File: src/rtl/core/kmm_pkg.sv
// Shared types and codes for the k-mismatch pattern matcher.
package kmm_pkg;

    localparam int unsigned SYM_W   = 8;
    localparam int unsigned CNT_W   = 7;
    localparam int unsigned CFG_W   = 7;
    localparam int unsigned PIDX_W  = 6;
    localparam int unsigned ACT_W   = 2;

    typedef enum logic [ACT_W-1:0] {
        ACT_LOAD    = 2'd0,
        ACT_TEXT    = 2'd1,
        ACT_RESTART = 2'd2,
        ACT_NONE    = 2'd3
    } kmm_action_t;

    typedef enum logic [0:0] {
        REG_MISMATCH_LIMIT = 1'b0,
        REG_PATTERN_LENGTH = 1'b1
    } kmm_reg_idx_t;

    // Broadcast to every cell of the chain.
    typedef struct packed {
        logic             step;     // text beat advances the chain
        logic             clear;    // restart: drop all open windows
        logic [SYM_W-1:0] symbol;
        logic [CNT_W-1:0] limit;
        logic [CNT_W-1:0] cap;      // count saturates here
    } kmm_ctrl_t;

endpackage

File: src/rtl/core/kmm_cell.sv
// One chain cell: a pattern byte and the mismatch count of one open window.
module kmm_cell
    import kmm_pkg::*;
#(
    parameter int unsigned IDX = 0,
    parameter int unsigned LW  = 6
)
(
    input  logic             clk,
    input  logic             rst_n,
    input  kmm_ctrl_t        ctrl,
    input  logic             load_en,
    input  logic [LW-1:0]    len_m1,
    input  logic [CNT_W-1:0] prev_count,
    input  logic             prev_valid,
    output logic [CNT_W-1:0] count,
    output logic             valid,
    output logic             hit
);

    logic [SYM_W-1:0] pattern_reg;
    logic [CNT_W-1:0] count_reg, count_next;
    logic             valid_reg;
    logic             active;
    logic             last;
    logic             miss;

    assign active = (IDX <= 32'(len_m1));
    assign last   = (IDX == 32'(len_m1));
    assign miss   = (ctrl.symbol != pattern_reg);

    // the window arriving from the left takes this cell's pattern byte
    always_comb
    begin
        count_next = prev_count;
        if (active && miss && (prev_count < ctrl.cap))
        begin
            count_next = prev_count + CNT_W'(1);
        end
    end

    assign hit = last && prev_valid && (count_next <= ctrl.limit);

    always_ff @(posedge clk)
    begin
        if (load_en)
        begin
            pattern_reg <= ctrl.symbol;
        end
    end

    always_ff @(posedge clk or negedge rst_n)
    begin
        if (!rst_n)
        begin
            count_reg <= '0;
            valid_reg <= 1'b0;
        end
        else if (ctrl.clear)
        begin
            count_reg <= '0;
            valid_reg <= 1'b0;
        end
        else if (ctrl.step)
        begin
            count_reg <= count_next;
            valid_reg <= prev_valid;
        end
    end

    assign count = count_reg;
    assign valid = valid_reg;

endmodule

File: src/rtl/core/k_mismatch_pattern_match_top.sv
// k-mismatch string matcher: chain of compare cells, one per pattern byte.
// A text beat's result is in the output register the cycle after acceptance.
// Throughput: one item per cycle while the output is drained; the chain advances
// one window per text beat, all counts updating in parallel in the cells.
// Reset: counts, windows and text position cleared; limit 0, length 1;
// pattern bytes are undefined until loaded.
module k_mismatch_pattern_match_top
    import kmm_pkg::*;
#(
    parameter int unsigned MAX_PATTERN   = 64,
    parameter int unsigned POSITION_BITS = 20
)
(
    input  logic                     clk,
    input  logic                     rst_n,
    input  logic                     in_valid,
    output logic                     in_ready,
    input  logic [ACT_W-1:0]         action,
    input  logic [PIDX_W-1:0]        pattern_index,
    input  logic [SYM_W-1:0]         symbol,
    output logic                     out_valid,
    input  logic                     out_ready,
    output logic [POSITION_BITS-1:0] match_start,
    input  logic                     cfg_valid,
    output logic                     cfg_ready,
    input  logic [0:0]               cfg_index,
    input  logic [CFG_W-1:0]         cfg_data
);

    localparam int unsigned LW = (MAX_PATTERN > 1) ? $clog2(MAX_PATTERN) : 1;

    logic [CNT_W-1:0]         limit_reg;
    logic [CFG_W-1:0]         length_reg;
    logic [POSITION_BITS-1:0] pos_reg;
    logic                     out_valid_reg;
    logic [POSITION_BITS-1:0] match_start_reg;

    logic        accept;
    logic        step;
    logic        restart;
    logic        hit_any;
    logic [LW-1:0] len_m1;
    kmm_ctrl_t   ctrl;

    logic [CNT_W-1:0]       chain_count [MAX_PATTERN+1];
    logic                   chain_valid [MAX_PATTERN+1];
    logic [MAX_PATTERN-1:0] hits;

    assign in_ready  = !out_valid_reg || out_ready;
    assign cfg_ready = 1'b1;
    assign accept    = in_valid && in_ready;
    assign restart   = accept && (kmm_action_t'(action) == ACT_RESTART);
    assign step      = accept && (kmm_action_t'(action) == ACT_TEXT) && (pos_reg != '1);

    // effective length clamped to 1..MAX_PATTERN
    always_comb
    begin
        if (length_reg == '0)
        begin
            len_m1 = '0;
        end
        else if (32'(length_reg) > MAX_PATTERN)
        begin
            len_m1 = LW'(MAX_PATTERN - 1);
        end
        else
        begin
            len_m1 = LW'(32'(length_reg) - 32'd1);
        end
    end

    assign ctrl.step   = step;
    assign ctrl.clear  = restart;
    assign ctrl.symbol = symbol;
    assign ctrl.limit  = limit_reg;
    assign ctrl.cap    = (limit_reg == '1) ? limit_reg : limit_reg + CNT_W'(1);

    // a fresh window enters at the head of the chain
    assign chain_count[0] = '0;
    assign chain_valid[0] = 1'b1;

    for (genvar g = 0; g < MAX_PATTERN; g++)
    begin : g_cell
        logic load_en;
        assign load_en = accept && (kmm_action_t'(action) == ACT_LOAD)
                         && (32'(pattern_index) == g);

        kmm_cell #(
            .IDX (g),
            .LW  (LW)
        ) u_cell (
            .clk        (clk),
            .rst_n      (rst_n),
            .ctrl       (ctrl),
            .load_en    (load_en),
            .len_m1     (len_m1),
            .prev_count (chain_count[g]),
            .prev_valid (chain_valid[g]),
            .count      (chain_count[g+1]),
            .valid      (chain_valid[g+1]),
            .hit        (hits[g])
        );
    end

    assign hit_any = |hits;

    always_ff @(posedge clk or negedge rst_n)
    begin
        if (!rst_n)
        begin
            limit_reg  <= '0;
            length_reg <= CFG_W'(1);
        end
        else if (cfg_valid && cfg_ready)
        begin
            unique case (kmm_reg_idx_t'(cfg_index))
                REG_MISMATCH_LIMIT: limit_reg  <= cfg_data;
                REG_PATTERN_LENGTH: length_reg <= cfg_data;
                default:            limit_reg  <= limit_reg;
            endcase
        end
    end

    always_ff @(posedge clk or negedge rst_n)
    begin
        if (!rst_n)
        begin
            pos_reg       <= '0;
            out_valid_reg <= 1'b0;
        end
        else
        begin
            if (restart)
            begin
                pos_reg <= '0;
            end
            else if (step)
            begin
                pos_reg <= pos_reg + POSITION_BITS'(1);
            end

            if (accept)
            begin
                out_valid_reg <= step && hit_any;
            end
            else if (out_ready)
            begin
                out_valid_reg <= 1'b0;
            end
        end
    end

    always_ff @(posedge clk)
    begin
        if (step && hit_any)
        begin
            match_start_reg <= pos_reg - POSITION_BITS'(len_m1);
        end
    end

    assign out_valid   = out_valid_reg;
    assign match_start = match_start_reg;

`ifndef SYNTHESIS
    a_restart_clears: assert property (@(posedge clk) disable iff (!rst_n)
        restart |=> (pos_reg == '0))
        else $error("text position not cleared by restart");

    a_step_advances: assert property (@(posedge clk) disable iff (!rst_n)
        step |=> (pos_reg == $past(pos_reg) + POSITION_BITS'(1)))
        else $error("text position did not advance on a text beat");

    a_result_from_text: assert property (@(posedge clk) disable iff (!rst_n)
        $rose(out_valid_reg) |-> $past(step))
        else $error("result appeared without a text beat");

    a_no_accept_when_full: assert property (@(posedge clk) disable iff (!rst_n)
        (out_valid_reg && !out_ready) |-> !in_ready)
        else $error("input taken while result stalled");
`endif

endmodule

File: config.mk
export PLATFORM = sky130hd
export DESIGN_NAME = k_mismatch_pattern_match_top
export DESIGN_NICKNAME = d
export VERILOG_FILES = /design/src/rtl/core/kmm_pkg.sv /design/src/rtl/core/kmm_cell.sv /design/src/rtl/core/k_mismatch_pattern_match_top.sv
export SDC_FILE = /design/constraint.sdc
export NUM_CORES = 2
export LEC_CHECK = 0
export BUFFER_PORTS_ARGS = -buffer_cell sky130_fd_sc_hd__buf_2
export CAP_MARGIN = 20
export CORE_MARGIN = 1.5
export CORE_UTILIZATION = 52
export DETAILED_ROUTE_END_ITERATION = 6
export GPL_ROUTABILITY_DRIVEN = 0
export PLACE_DENSITY_LB_ADDON = 0.05
export SLEW_MARGIN = 40
export SYNTH_ARGS = -nofsm -noshare
export SYNTH_HDL_FRONTEND = slang
export SYNTH_SLANG_ARGS = --single-unit
File: constraint.sdc
create_clock -name clk -period 11 [get_ports clk]
set_clock_uncertainty 0.2 [all_clocks]
set_input_delay 1.65 -clock clk [delete_from_list [all_inputs] [get_ports clk]]
set_output_delay 1.65 -clock clk [all_outputs]
set_load 0.005 [all_outputs]
---- Word level (Yosys, flattened, before mapping) ----
Cells that the tools add are included.
storage, ports and cells
  register bits after elaboration ......... 1071
  bits of input ports ..................... 29
  word-level logic and storage cells ...... 1307
operators by class
  $add $sub $neg .......................... 67
  magnitude comparators ................... 192
  equality and inequality tests ........... 194
  mux-type cells .......................... 323
  bitwise operators ....................... 1
  reductions and logical operators ........ 335
operators with widths
  kind                     number
  $mux W7                  190
  $ne A8 B8 Y1             64
  $add A7 B1 Y7 const B    64
  $le A7 B7 Y1             64
  $lt A7 B7 Y1             63
  $logic_and A1 B1 Y1      324
  $eq A6 B6 Y1 const A     32
  $eq A6 B6 Y1 const B     32
  $le A6 B6 Y1 const A     32
  $mux W1                  129
  $eq A5 B6 Y1 const A     16
  $eq A6 B5 Y1 const B     16
  $le A5 B6 Y1 const A     16
  $reduce_or A64 Y1        1
  $eq A4 B6 Y1 const A     8
  $eq A6 B4 Y1 const B     8
  $le A4 B6 Y1 const A     8
  $mux W20                 2
  $eq A3 B6 Y1 const A     4
  $eq A6 B3 Y1 const B     4
  $le A3 B6 Y1 const A     4
  $add A20 B1 Y20 const B  1
  $ne A20 B20 Y1 const B   1
  $sub A20 B6 Y20          1
  other kinds (21)         28

---- Longest topological paths before layout ----
  depth after elaboration ................. 12
  gate-level depth with buffers ........... 25
  depth with buffers taken out ............ 23

---- Worst setup path before layout ----
No wires, ideal clock.
  kind .................................... register to register
  start point ............................. register limit_reg[0]
  end point ............................... register match_start_reg[0], in the netlist match_start[0], enable pin
  arrival time ............................ 10.368 ns
  required time ........................... 10.396 ns
  path slack .............................. 0.028 ns
  stages on the path, launching flop included .. 22
  path buffers ............................ 0
  cells stage by stage .................... dfrtp_1 ha_1 nand2_1 o21ai_0 ha_1 a21oi_1 nor2_1 a211oi_1 o311ai_0 a2111oi_2 and2_1 xor2_1 ha_1 a21oi_1 o21ai_0 a21o_1 a2111oi_0 o21ai_0 o22ai_1 nor4_1 and4_1 a21oi_1
between the ends
  cells in the longest elaborated chain, start to end .. 9
RTL lines
  item                                           RTL line                             source
  from (decl)                                    k_mismatch_pattern_match_top.sv:32   logic [CNT_W-1:0] limit_reg;
  from (signal assigned)                         k_mismatch_pattern_match_top.sv:117  REG_MISMATCH_LIMIT: limit_reg <= cfg_data;
  from (signal assigned)                         k_mismatch_pattern_match_top.sv:119  default: limit_reg <= limit_reg;
  $add A7 B1 Y7 or $eq A7 B7 Y1 (tied branches)  k_mismatch_pattern_match_top.sv:76   assign ctrl.cap = (limit_reg == '1) ? limit_reg : limit_reg + CNT_W'(1);
  $mux W7                                        k_mismatch_pattern_match_top.sv:76
  $lt A1 B7 Y1 or $lt A7 B7 Y1 (tied branches)   kmm_cell.sv:36                       if (active && miss && (prev_count < ctrl.cap))
  $logic_and A1 B1 Y1                            kmm_cell.sv:36
  $mux W1 or $mux W7 (tied branches)             kmm_cell.sv:36
  $le A7 B7 Y1                                   kmm_cell.sv:42                       assign hit = last && prev_valid && (count_next <= ctrl.limit);
  $logic_and A1 B1 Y1                            kmm_cell.sv:42
  $reduce_or A64 Y1 (*)                          k_mismatch_pattern_match_top.sv:105  assign hit_any = |hits;
  $logic_and A1 B1 Y1 (*)                        k_mismatch_pattern_match_top.sv:155  if (step && hit_any)
  to (signal assigned)                           k_mismatch_pattern_match_top.sv:157  match_start_reg <= pos_reg - POSITION_BITS'(len_m1);
  to (decl)                                      k_mismatch_pattern_match_top.sv:36   logic [POSITION_BITS-1:0] match_start_reg;
Mark *: on every way between the ends. The rest lies on a longest branch, timed or not.
A chain may end at the register's enable or synchronous reset.

---- Worst setup path after layout ----
  start point ............................. register limit_reg[0]
  end point ............................... register match_start_reg[14], in the netlist match_start[14], enable pin
The elaborated chain is that of the path after synthesis.

==> results.cfg <==
[pwr]
pwr-share-clk_pct = 32.3
p_sw_w = 0.004308
irDropWorstVdd_uv = 151.1
power.internal_w = 0.007879
switching_share_pct = 35.35
comb_power_share_pct = 29.2
pwr-share-seq_pct = 38.5
p_leak_nw = 33.58
power_density_mw_per_mm2 = 161.0

[clock_tree]
cts_resized = 0
hold_buffers = 0
h-tree-depth = 3
ctsRootBufferMaster = clkbuf_16
cts_tree = yes
clock_latency_ns = 0.79
cts.clk_slew.worst_paths_ns = 0.07
cts.path.max_buffers = 3
cts-buffers-inserted = 118
cts.sinks = 1050
post_cts_buffers = 0

[logic_synthesis]
synthAdderAreaFrac_pct = 15.62
synthFlopType = edfxtp_1
syn_nets = 7390
yosys-mux-area-fraction_pct = 1.216
synth_compound_area_share_pct = 13.05
synthCells = 6503
synth_area_per_cell_um2 = 10.61
syn-cell-area_mm2 = 0.06902
synth_edf_count = 532
synth-xor-area-share_pct = 11.41
ys_ff_latch = 1050
yosys.cell_types.count = 97
postSynth.asyncResetShare_pct = 49.33
synth_top_family_by_area = adder cells
ys_warn_count = 0
ys_seq_area_share_pct = 41.93
synthSimpleGateAreaFrac_pct = 14.72

[finish]
multi_input_area_mm2 = 0.03910
area.sequential_mm2 = 0.02894
drive_gt1_share_pct = 7.859
fill_cells = 11282
nets = 7390
largest_reg_flops = 512
area_growth_pct = 9.690
instances_no_fill = 8363

[sta]
worst_pin_slew_ns = 0.9693
finalHoldViolations = 0
relSlewSlack_pct = 34.69
min_period_ns = 8.516
finalCritPeriodShare_pct = 77.42
rsz0062_at_grt = no
fin_tns_setup_ns = 0
clock.fmax_ghz = 0.1174
finalSetupViolCount = 0
slew_viol_final = 0

[floorplanning]
die_h_um = 367.3
fp.coreArea_mm2 = 0.1316
io_pins = 52
die_area_mm2 = 0.1349
num_rows = 133
die_w_um = 367.3
start_util_pct = 52.43

[setup_path]
crit_path_start_kind = flip-flop
crit_required_ns = 11.15
worstPathCellList = ha_1 > nand4_1 > nor2_1 > o21ai_4 > buf_4 > ha_1 > a21oi_1 > nor2_1 > a211oi_1 > o311ai_0 > a2111oi_2 > and2_1 > xor2_1 > ha_1 > a21oi_1 > o21ai_0 > a21o_1 > a2111oi_0 > o21ai_0 > o22ai_1 > nor4_1 > and4_1 > a21oi_4
crit_type = reg2reg
crit_top_cell = ha_1
cp-end-kind = flip-flop
cp_slowest_cell = dfrtp_4
max_stage_delay_ns = 0.76
crit_fanout = 35
critPathArrivalTime_ns = 8.67

[routing]
ant_nets = 0
via_per_inst = 6.420
wl_met1_um = 101200
drtIter0Drc = 5117
wl_met2_um = 96120
drt-pass1-iter-count = 5
top_layer = met5
wl_met3_um = 18710
drc_errors = 0
routed_wl_um = 224700
vias = 53691
wire_per_inst_um = 26.87

[min_path]
hold_path.class = reg2reg

[global_routing]
grt_pass1_wl_um = 337300
grt_overflow = 0
antenna_found_initial = 12
grt_pass1_vias = 51412
grt_max_degree = 157
grt_usage_pct = 32.97

[flow_run]
cap_violations = 0

[placement]
portBuffers = 50
dp_hpwl_um = 150400
dp_cells = 8136

[status]
status = finished clean
power by group through the flow:
stage | Sequential [W] | Combinational, W | Clock [W]
floorplan | 0.00463 | 0.00236 | 0
global placement | 0.00475 | 0.00337 | 0
detailed placement | 0.00475 | 0.00347 | 0
CTS | 0.00468 | 0.00349 | 0.00398
global route | 0.00473 | 0.00394 | 0.00413
finish | 0.00470 | 0.00356 | 0.00393
per-stage QoR:
step                cell area [um^2]  total power [W]  utilization [%]  hold WS, ns  worst slack, ns
floorplan                      69020         0.006993                -       0.2518          0.02791
global placement               71500         0.008119            54.32       0.2751            2.430
detailed placement             71770         0.008228            54.53       0.2804            2.702
CTS                            75580          0.01216            57.42       0.2875            2.686
global route                   75690          0.01280            57.50       0.3068            2.126
finish                         75700          0.01219            57.51       0.2830            2.484
cells by family after synthesis:
group,Yosys count
multiplexers,75
XOR/XNOR,898
other,1
buffers and inverters,352
AND/OR/NAND/NOR,1961
AO/OA/AOI/OAI,1304
adder cells (fa/ha/maj),862
flip-flops,1050
layout make-up:
cell class | instances | area share [%]
multi-input combinational | 5101 | 51.65
clock buffer | 156 | 4.248
tap | 1755 | 2.901
clock inverter | 65 | 0.7751
sequential | 1050 | 38.23
antenna | 4 | 0.01322
inverter | 82 | 0.4231
timing repair buffer | 150 | 1.759
critical path: cells and delay by family (launching register included):
| kind | cells | cell delay, ns |
|---|---|---|
| AOI/OAI and AO/OA | 12 | 3.62 |
| adders and majority gates | 3 | 1.03 |
| buffers and inverters | 1 | 0.50 |
| DFF | 1 | 0.76 |
| and+or+nand+nor | 6 | 1.77 |
| xor gates and xnor gates | 1 | 0.22 |
placed cells by master, fill, tap and decap left out, drive strengths merged, types with 9 or more instances in the layout:
cell type and n:
ha 857, edfxtp 532, nand2 523, dfrtp 517
xor2 454, xnor2 444, nand3 335, o21ai 267
nand4 256, nor2 241, a21oi 241, a22o 185
a21o 163, clkbuf 156, and3 150, buf 150
nor4 102, nor3 91, inv 82, o21a 73
and4 72, mux2 71, nor2b 65, o22ai 61
clkinv 54, o211ai 43, o31a 41, a2111oi 33
a211oi 32, o31ai 29, o2111ai 29, nand2b 28
a31oi 23, or3 20, or2 18, and2 13
a221oi 12, or4 11, nand3b 9
worst paths after layout:
| kind | slack [ns] | to | startpoint | cells after the start |
|---|---|---|---|---|
| min in group asynchronous | 0.55 | g_cell[22].u_cell.count[4] | rst_n | 1 |
| max reg2reg | 2.48 | match_start[14] | limit_reg[0] | 23 |
| max in group asynchronous | 7.95 | g_cell[51].u_cell.count[4] | rst_n | 4 |
| min reg2reg | 0.28 | g_cell[13].u_cell.valid | g_cell[12].u_cell.valid | 2 |
| max | 2.48 | match_start[14] | limit_reg[0] | 23 |
| min | 0.28 | g_cell[13].u_cell.valid | g_cell[12].u_cell.valid | 2 |
metal layers:
| layer | up-vias | GRT usage (%) |
|---|---|---|
| met5 | - | 0 |
| met4 | 2 | 11.31 |
| met3 | 473 | 6.254 |
| met2 | 2149 | 49.40 |
| met1 | 26582 | 47.65 |
| li1 | 24485 | - |
cells in the mapped netlist (179+ instances only):
| cell type | instances | area share [%] |
|---|---|---|
| xnor2_1 | 443 | 5.6 |
| nor2_1 | 241 | 1.3 |
| a21oi_1 | 239 | 1.7 |
| ha_1 | 857 | 16 |
| o21ai_0 | 257 | 1.9 |
| nand2_1 | 523 | 2.8 |
| xor2_1 | 454 | 5.8 |
| edfxtp_1 | 532 | 23 |
| clkbuf_1 | 179 | 0.97 |
| nand4_1 | 255 | 2.3 |
| a22o_1 | 185 | 2.3 |
| dfrtp_1 | 517 | 19 |
| nand3_1 | 335 | 2.4 |
(Power assumes the default switching activity.)
